**config.mk**
```make
export PLATFORM = sky130hd
export DESIGN_NAME = decimal_float_packer_top
export DESIGN_NICKNAME = d
export VERILOG_FILES = /design/src/dfp_pkg.sv /design/src/dfp_ctrl.sv /design/src/dfp_datapath.sv /design/src/decimal_float_packer_top.sv
export SDC_FILE = /design/constraint.sdc
export NUM_CORES = 1
export LEC_CHECK = 0
export BUFFER_PORTS_ARGS = -buffer_cell sky130_fd_sc_hd__buf_2
export CORE_ASPECT_RATIO = 0.7
export CORE_MARGIN = 2
export CORE_UTILIZATION = 35
export DETAILED_ROUTE_END_ITERATION = 12
export PLACE_DENSITY = 0.56
export SYNTH_ARGS = -nofsm -noshare
export SYNTH_HDL_FRONTEND = slang
export SYNTH_SLANG_ARGS = --single-unit
export TNS_END_PERCENT = 100
```
**constraint.sdc**
```tcl
create_clock -name clk -period 19.57 [get_ports clk]
set_clock_uncertainty 0.15 [all_clocks]
set_input_delay 2.9355 -clock clk [delete_from_list [all_inputs] [get_ports clk]]
set_output_delay 2.9355 -clock clk [all_outputs]
set_load 0.005 [all_outputs]
```
**src/dfp_pkg.sv**
```systemverilog
// Shared types and constants for the decimal float packer.
package dfp_pkg;

	localparam int AMOUNT_W = 64;
	localparam int FIELD_W  = 6;
	localparam int EXPO_W   = 5;
	localparam int CHUNK_W  = 16;
	localparam int CHUNKS   = AMOUNT_W / CHUNK_W;
	localparam int CNT_W    = $clog2(CHUNKS);
	localparam int PART_W   = CHUNK_W + 4;
	localparam int PROD_W   = PART_W + 32;

	// Division by ten as multiplication by the rounded-up reciprocal scaled by 2^35.
	localparam logic [31:0] RECIP10     = 32'hCCCC_CCCD;
	localparam int          RECIP_SHIFT = 35;

	// Most trailing decimal zeros a 64-bit value can carry.
	localparam logic [EXPO_W-1:0] EXPO_MAX = 5'd19;

	typedef enum logic [1:0] {
		STATUS_OK        = 2'd0,
		STATUS_MANT_WIDE = 2'd1,
		STATUS_EXP_WIDE  = 2'd2
	} status_t;

	typedef enum logic [1:0] {
		ST_IDLE,
		ST_DIV,
		ST_CHECK,
		ST_PACK
	} ctl_state_t;

	typedef struct packed {
		logic load;
		logic step;
		logic accept;
		logic pack;
	} cmd_t;

	typedef struct packed {
		logic in_zero;
		logic last_chunk;
		logic rem_zero;
		logic out_free;
	} sts_t;

endpackage

```
**src/dfp_ctrl.sv**
```systemverilog
// Controller state machine sequencing the divide-by-ten loop and the output load.
module dfp_ctrl (
	input  logic          clk,
	input  logic          arst_n,
	input  logic          s_tvalid,
	output logic          s_tready,
	input  dfp_pkg::sts_t sts,
	output dfp_pkg::cmd_t cmd
);

	dfp_pkg::ctl_state_t state_q;
	dfp_pkg::ctl_state_t state_nxt;

	always_ff @(posedge clk or negedge arst_n) begin
		if (!arst_n) begin
			state_q <= dfp_pkg::ST_IDLE;
		end else begin
			state_q <= state_nxt;
		end
	end

	always_comb begin
		state_nxt = state_q;
		unique case (state_q)
			dfp_pkg::ST_IDLE: begin
				if (s_tvalid) begin
					state_nxt = sts.in_zero ? dfp_pkg::ST_PACK : dfp_pkg::ST_DIV;
				end
			end
			dfp_pkg::ST_DIV: begin
				if (sts.last_chunk) begin
					state_nxt = dfp_pkg::ST_CHECK;
				end
			end
			dfp_pkg::ST_CHECK: begin
				state_nxt = sts.rem_zero ? dfp_pkg::ST_DIV : dfp_pkg::ST_PACK;
			end
			dfp_pkg::ST_PACK: begin
				if (sts.out_free) begin
					state_nxt = dfp_pkg::ST_IDLE;
				end
			end
			default: state_nxt = dfp_pkg::ST_IDLE;
		endcase
	end

	always_comb begin
		cmd      = '0;
		s_tready = 1'b0;
		unique case (state_q)
			dfp_pkg::ST_IDLE: begin
				s_tready = 1'b1;
				cmd.load = s_tvalid;
			end
			dfp_pkg::ST_DIV: begin
				cmd.step = 1'b1;
			end
			dfp_pkg::ST_CHECK: begin
				cmd.accept = sts.rem_zero;
			end
			dfp_pkg::ST_PACK: begin
				cmd.pack = sts.out_free;
			end
			default: begin
				cmd = '0;
			end
		endcase
	end

	// A zero amount would divide forever, so it must never enter the loop.
	a_zero_skips_loop: assert property (@(posedge clk) disable iff (!arst_n)
		(state_q == dfp_pkg::ST_IDLE && s_tvalid && sts.in_zero)
			|=> (state_q == dfp_pkg::ST_PACK))
		else $error("zero amount entered the division loop");

	// The check state follows the last chunk step, with the chunk counter wrapped.
	a_check_after_last: assert property (@(posedge clk) disable iff (!arst_n)
		(state_q == dfp_pkg::ST_CHECK) |-> !sts.last_chunk)
		else $error("chunk counter did not wrap before the remainder check");

endmodule

```
**src/dfp_datapath.sv**
```systemverilog
// Datapath: chunked divide-by-ten unit, zero count, field checks and output register.
module dfp_datapath (
	input  logic                           clk,
	input  logic                           arst_n,
	input  dfp_pkg::cmd_t                  cmd,
	input  logic [dfp_pkg::AMOUNT_W-1:0]   amount,
	input  logic [dfp_pkg::FIELD_W-1:0]    mantissa_bits,
	input  logic [dfp_pkg::FIELD_W-1:0]    exponent_bits,
	input  logic                           m_tready,
	output logic                           m_tvalid,
	output logic [dfp_pkg::AMOUNT_W-1:0]   packed_res,
	output dfp_pkg::status_t               status,
	output dfp_pkg::sts_t                  sts
);

	logic [dfp_pkg::AMOUNT_W-1:0] mant_q;
	logic [dfp_pkg::AMOUNT_W-1:0] quot_q;
	logic [dfp_pkg::FIELD_W-1:0]  mbits_q;
	logic [dfp_pkg::FIELD_W-1:0]  ebits_q;
	logic [dfp_pkg::EXPO_W-1:0]   expo_q;
	logic [3:0]                   rem_q;
	logic [dfp_pkg::CNT_W-1:0]    cnt_q;
	logic                         m_valid_q;
	logic [dfp_pkg::AMOUNT_W-1:0] packed_q;
	dfp_pkg::status_t             status_q;

	logic [dfp_pkg::CHUNK_W-1:0]  chunk;
	logic [dfp_pkg::PART_W-1:0]   part;
	logic [dfp_pkg::PROD_W-1:0]   prod;
	logic [dfp_pkg::CHUNK_W-1:0]  q_digit;
	logic [dfp_pkg::PART_W-1:0]   part_rem;

	logic                         mant_wide;
	logic                         exp_wide;
	logic [dfp_pkg::AMOUNT_W-1:0] shifted;
	logic [dfp_pkg::AMOUNT_W-1:0] res_nxt;
	dfp_pkg::status_t             status_nxt;

	// Long division from the top chunk down: remainder times 2^16 plus the next chunk.
	always_comb begin
		chunk    = mant_q[{~cnt_q, 4'b0000} +: dfp_pkg::CHUNK_W];
		part     = {rem_q, chunk};
		prod     = dfp_pkg::PROD_W'(part) * dfp_pkg::PROD_W'(dfp_pkg::RECIP10);
		q_digit  = prod[dfp_pkg::RECIP_SHIFT +: dfp_pkg::CHUNK_W];
		part_rem = part - {q_digit, 3'b000} - {2'b00, q_digit, 1'b0};
	end

	// Zero amount falls out here as zero with an OK status.
	always_comb begin
		mant_wide = (mant_q >> mbits_q) != '0;
		exp_wide  = (expo_q >> ebits_q) != '0;
		shifted   = mant_q << ebits_q;
		if (mant_wide) begin
			res_nxt    = '0;
			status_nxt = dfp_pkg::STATUS_MANT_WIDE;
		end else if (exp_wide) begin
			res_nxt    = shifted;
			status_nxt = dfp_pkg::STATUS_EXP_WIDE;
		end else begin
			res_nxt    = shifted | dfp_pkg::AMOUNT_W'(expo_q);
			status_nxt = dfp_pkg::STATUS_OK;
		end
	end

	always_ff @(posedge clk or negedge arst_n) begin
		if (!arst_n) begin
			cnt_q     <= '0;
			rem_q     <= '0;
			expo_q    <= '0;
			m_valid_q <= 1'b0;
		end else begin
			if (cmd.load) begin
				cnt_q  <= '0;
				rem_q  <= '0;
				expo_q <= '0;
			end else if (cmd.step) begin
				cnt_q <= cnt_q + 1'b1;
				rem_q <= part_rem[3:0];
			end else if (cmd.accept) begin
				rem_q  <= '0;
				expo_q <= expo_q + 1'b1;
			end
			if (cmd.pack) begin
				m_valid_q <= 1'b1;
			end else if (m_tready) begin
				m_valid_q <= 1'b0;
			end
		end
	end

	always_ff @(posedge clk) begin
		if (cmd.load) begin
			mant_q  <= amount;
			mbits_q <= mantissa_bits;
			ebits_q <= exponent_bits;
		end else if (cmd.accept) begin
			mant_q <= quot_q;
		end
		if (cmd.step) begin
			quot_q <= {quot_q[dfp_pkg::AMOUNT_W-dfp_pkg::CHUNK_W-1:0], q_digit};
		end
		if (cmd.pack) begin
			packed_q <= res_nxt;
			status_q <= status_nxt;
		end
	end

	always_comb begin
		sts.in_zero    = amount == '0;
		sts.last_chunk = cnt_q == dfp_pkg::CNT_W'(dfp_pkg::CHUNKS - 1);
		sts.rem_zero   = rem_q == '0;
		sts.out_free   = !m_valid_q || m_tready;
	end

	assign m_tvalid   = m_valid_q;
	assign packed_res = packed_q;
	assign status     = status_q;

	a_expo_bound: assert property (@(posedge clk) disable iff (!arst_n)
		expo_q <= dfp_pkg::EXPO_MAX)
		else $error("zero count exceeded nineteen");

	a_step_nonzero: assert property (@(posedge clk) disable iff (!arst_n)
		cmd.step |-> (mant_q != '0))
		else $error("division step on a zero mantissa");

	a_pack_free: assert property (@(posedge clk) disable iff (!arst_n)
		(m_tvalid && !m_tready) |=> $stable(packed_res))
		else $error("pending result overwritten");

endmodule

```
**src/decimal_float_packer_top.sv**
```systemverilog
// Top level of the decimal float packer: stream ports, controller and datapath.
//
//  channel  dir  payload (low bits first)                          width
//  s_*      in   amount[63:0], mantissa_bits[5:0], exponent_bits    80
//  m_*      out  packed_res[63:0], status[1:0]                      72
//
// An input transfer is taken only while the controller is idle; a zero amount
// skips the division loop and goes straight to the pack step.
// A nonzero amount with z trailing decimal zeros reaches the output register
// through the pack step after z+1 tried divisions: each divide by ten is
// four 16-bit chunk steps on one shared multiplier plus a remainder check.
// The output register lets the next transfer in while a result waits; a
// stalled output holds the controller in its pack step. arst_n clears all control state.
module decimal_float_packer_top (
	input  logic        clk,
	input  logic        arst_n,
	input  logic        s_tvalid,
	output logic        s_tready,
	input  logic [79:0] s_tdata,  // amount[63:0], mantissa_bits[69:64], exponent_bits[75:70]
	output logic        m_tvalid,
	input  logic        m_tready,
	output logic [71:0] m_tdata   // packed_res[63:0], status[65:64]
);

	dfp_pkg::cmd_t                 cmd;
	dfp_pkg::sts_t                 sts;
	logic [dfp_pkg::AMOUNT_W-1:0]  packed_res;
	dfp_pkg::status_t              status;

	dfp_ctrl u_ctrl (
		.clk      (clk),
		.arst_n   (arst_n),
		.s_tvalid (s_tvalid),
		.s_tready (s_tready),
		.sts      (sts),
		.cmd      (cmd)
	);

	dfp_datapath u_datapath (
		.clk           (clk),
		.arst_n        (arst_n),
		.cmd           (cmd),
		.amount        (s_tdata[63:0]),
		.mantissa_bits (s_tdata[69:64]),
		.exponent_bits (s_tdata[75:70]),
		.m_tready      (m_tready),
		.m_tvalid      (m_tvalid),
		.packed_res    (packed_res),
		.status        (status),
		.sts           (sts)
	);

	assign m_tdata = {6'd0, status, packed_res};

endmodule

```
==> impl_metrics.yaml <==
outcome:
  outcome: "complete, no violations"
synth:
  ys.flop_type: "edfxtp_1"
  synth_xor_xnor_area_share_pct: 1.26
  synth-edff-count: 206
  synth_area_sq_um: 21200
  synth_simple_gate_area_share_pct: 12.1
  syn_inst: 2037
  synth_compound_gate_area_share_pct: 11.3
  ys_warn_count: 0
  seq_area_frac_synth_pct: 30.8
  avgSynthCellArea_sq_um: 10.4
  synth_top_family_by_area: "adder cells"
  synthAdderAreaFrac_pct: 22.1
  yosys-top-cells-area: "edfxtp_1 (29%), fa_1 (11%), ha_1 (11%), mux4_2 (9.0%), mux2_2 (4.1%)"
  synth-seq-cells: 220
  yosysTopAreaCell: "edfxtp_1"
  yosysUniqueCellTypes: 78
  yosysTopAreaCellShare_pct: 29.1
  async_reset_ff_share_pct: 6.36
  synthMuxAreaShare_pct: 15.5
sta:
  max_freq_mhz: 104
  worst_slack_ps: 9920
  min_period_over_period_pct: 49.3
  worst_pin_slew_ps: 1260
  whs_ps: 300
  setup_viol_count_final: 0
  finalMaxSlewViolations: 0
  hold_viol_final: 0
  max_slew_margin_pct: 15.3
  fin_setup_tns_ps: 0
  rsz0062_at_grt: "no"
  min_period_ps: 9650
routing:
  initialDrtViolationCount: 1906
  via_per_inst: 5.69
  postRouteAntennaNets: 0
  drtPass1Iterations: 8
  wire_per_inst_microns: 24.2
  vias: 16600
  drt_drc_violations_left: 0
  wl_microns: 70800
setup_path:
  end_kind: "flip-flop"
  crit_type: "flip-flop to flip-flop"
  r2r-start: "u_datapath.cnt_q[0]$_DFFE_PN0P_"
  r2r_slack_ps: 9920
  crit_start: "u_datapath.cnt_q[0]$_DFFE_PN0P_"
  critical_path_required_ps: 19870
  arrival_ps: 9950
  r2r_end: "u_datapath.rem_q[3]$_DFFE_PN0P_"
  crit_path_max_fanout: 19
  reg2reg_depth: 25
  cp-start-kind: "flip-flop"
  critPathCapture: "u_datapath.rem_q[3]$_DFFE_PN0P_"
global_route:
  track_usage_pct: 22.4
  use_met1_pct: 35.5
  grt_antenna_before_repair: 5
  use_met2_pct: 28.8
  grt_remaining_overflow: 0
  grt_max_degree: 98
  grt_busiest_layer: "met1"
  use_met3_pct: 8.28
  grt_pass1_vias: 16100
  grt_pass1_wl_microns: 105000
floorplan:
  pin_count: 158
  die_y_microns: 210
  placementRows: 75
  start_util_pct: 35.4
  core_sq_um: 60000
  dieArea_sq_um: 62700
  die_width_microns: 298
run:
  maxCapViolations: 0
clock_network:
  h-tree-depth: 1
  numCtsBuffers: 21
  root_buffer: "clkbuf_16"
  cts_max_path_buffers: 3
  cts_sinks: 220
  holdBufCountCts: 0
  post_cts_buffers: 0
  clkTransAtPathRegs_ps: 70
  cts_tree: "done"
  cts-resized-gates: 0
  clk_latency_ps: 530
final_layout:
  fin_nets: 2491
  diodes: 0
  drive_gt1_share_pct: 18.6
  fin_util_pct: 38.8
  final_common_cell: "inv_1"
  final_cell_mix: "inv_1 (223), edfxtp_1 (206), nand2_1 (191)"
  syn_to_final_growth_pct: 9.46
placed_design:
  io_buffers: 147
  hpwl_microns: 56100
  dp_slack_ps: 10030
  gp_routability_congestion: 0.938
min_path:
  hold_path_class: "flip-flop to flip-flop"
-- state kept, by name, indices dropped and copies added, names as in the netlist --
name	cells
u_datapath.rem_q	4
u_datapath.status	2
u_datapath.mbits_q	6
u_ctrl.state_q	2
u_datapath.ebits_q	6
u_datapath.mant_q	64
u_datapath.cnt_q	2
u_datapath.m_tvalid	1
u_datapath.expo_q	5
u_datapath.packed_res	64
u_datapath.quot_q	64
-- critical path: stages (launching register included) --
cell and delay, ps:
dfrtp_1 1010, mux4_2 740, ha_1 390, fa_1 490, fa_1 560, inv_1 130
fa_1 600, inv_1 50, ha_1 310, a21oi_1 210, fa_1 480, fa_1 500
inv_1 60, ha_1 410, nand3_1 200, nor3_1 610, nand2_1 120, nor3_1 400
o21ai_0 260, a21oi_1 240, xor2_1 450, ha_1 250, xnor2_1 220, xnor3_1 360
a211o_1 290, o211ai_1 80
-- cells by family after synthesis --
group | after synthesis
adder cells (fa/ha/maj) | 304
AND/OR/NAND/NOR | 560
XOR/XNOR | 29
other | 1
multiplexers | 214
flip-flops | 220
AO/OA/AOI/OAI | 353
buffers and inverters | 356
-- worst min path at each step --
stage / startpoint / end / slack, ps / cells past startpoint
2_1_floorplan: u_datapath.quot_q[0]$_DFFE_PP_ / u_datapath.quot_q[16]$_DFFE_PP_ / 270 / 0
3_3_place_gp: u_datapath.quot_q[31]$_DFFE_PP_ / u_datapath.quot_q[47]$_DFFE_PP_ / 280 / 0
3_5_place_dp: u_datapath.quot_q[12]$_DFFE_PP_ / u_datapath.quot_q[28]$_DFFE_PP_ / 280 / 0
4_1_cts: u_datapath.quot_q[12]$_DFFE_PP_ / u_datapath.quot_q[28]$_DFFE_PP_ / 300 / 0
5_1_grt: u_datapath.quot_q[37]$_DFFE_PP_ / u_datapath.quot_q[53]$_DFFE_PP_ / 310 / 0
6_report: u_datapath.quot_q[4]$_DFFE_PP_ / u_datapath.quot_q[20]$_DFFE_PP_ / 300 / 0
-- cell type report --
cell class / instances / area [sq um]
Fill cell: 5903 / 36700
Tap cell: 808 / 1010
Clock inverter: 16 / 150
Clock buffer: 21 / 526
Multi-Input combinational cell: 1466 / 13300
Timing Repair Buffer: 165 / 871
Inverter: 229 / 860
Sequential cell: 220 / 6540
-- synth_stat cells (25+ instances only) --
cell type / number
nor2_1: 181
nand2_1: 191
a21o_1: 35
inv_1: 224
mux2i_1: 51
fa_1: 120
nor3_1: 50
o21ai_0: 75
ha_1: 184
edfxtp_1: 206
mux4_2: 85
mux2_2: 78
a21oi_1: 78
a211oi_1: 25
clkbuf_1: 83
nor4_1: 31
-- through the flow --
| stage | instance area (sq um) | cells |
|---|---|---|
| 2_1_floorplan | 21300 | 2042 |
| 3_3_place_gp | 22600 | 2888 |
| 3_5_place_dp | 22600 | 2888 |
| 4_1_cts | 23300 | 2925 |
| 5_1_grt | 23300 | 2925 |
| 6_report | 23300 | 2925 |
-- per-layer routing --
| layer | share of wire, % | up-vias |
|---|---|---|
| met5 | 0.11 | - |
| met4 | 1.5 | 6 |
| li1 | - | 7504 |
| met3 | 13 | 79 |
| met2 | 38 | 831 |
| met1 | 48 | 8227 |
Power is left out: the tool's default activity adds up to more than one toggle a clock period on the data nets, which glitch-free logic cannot reach.
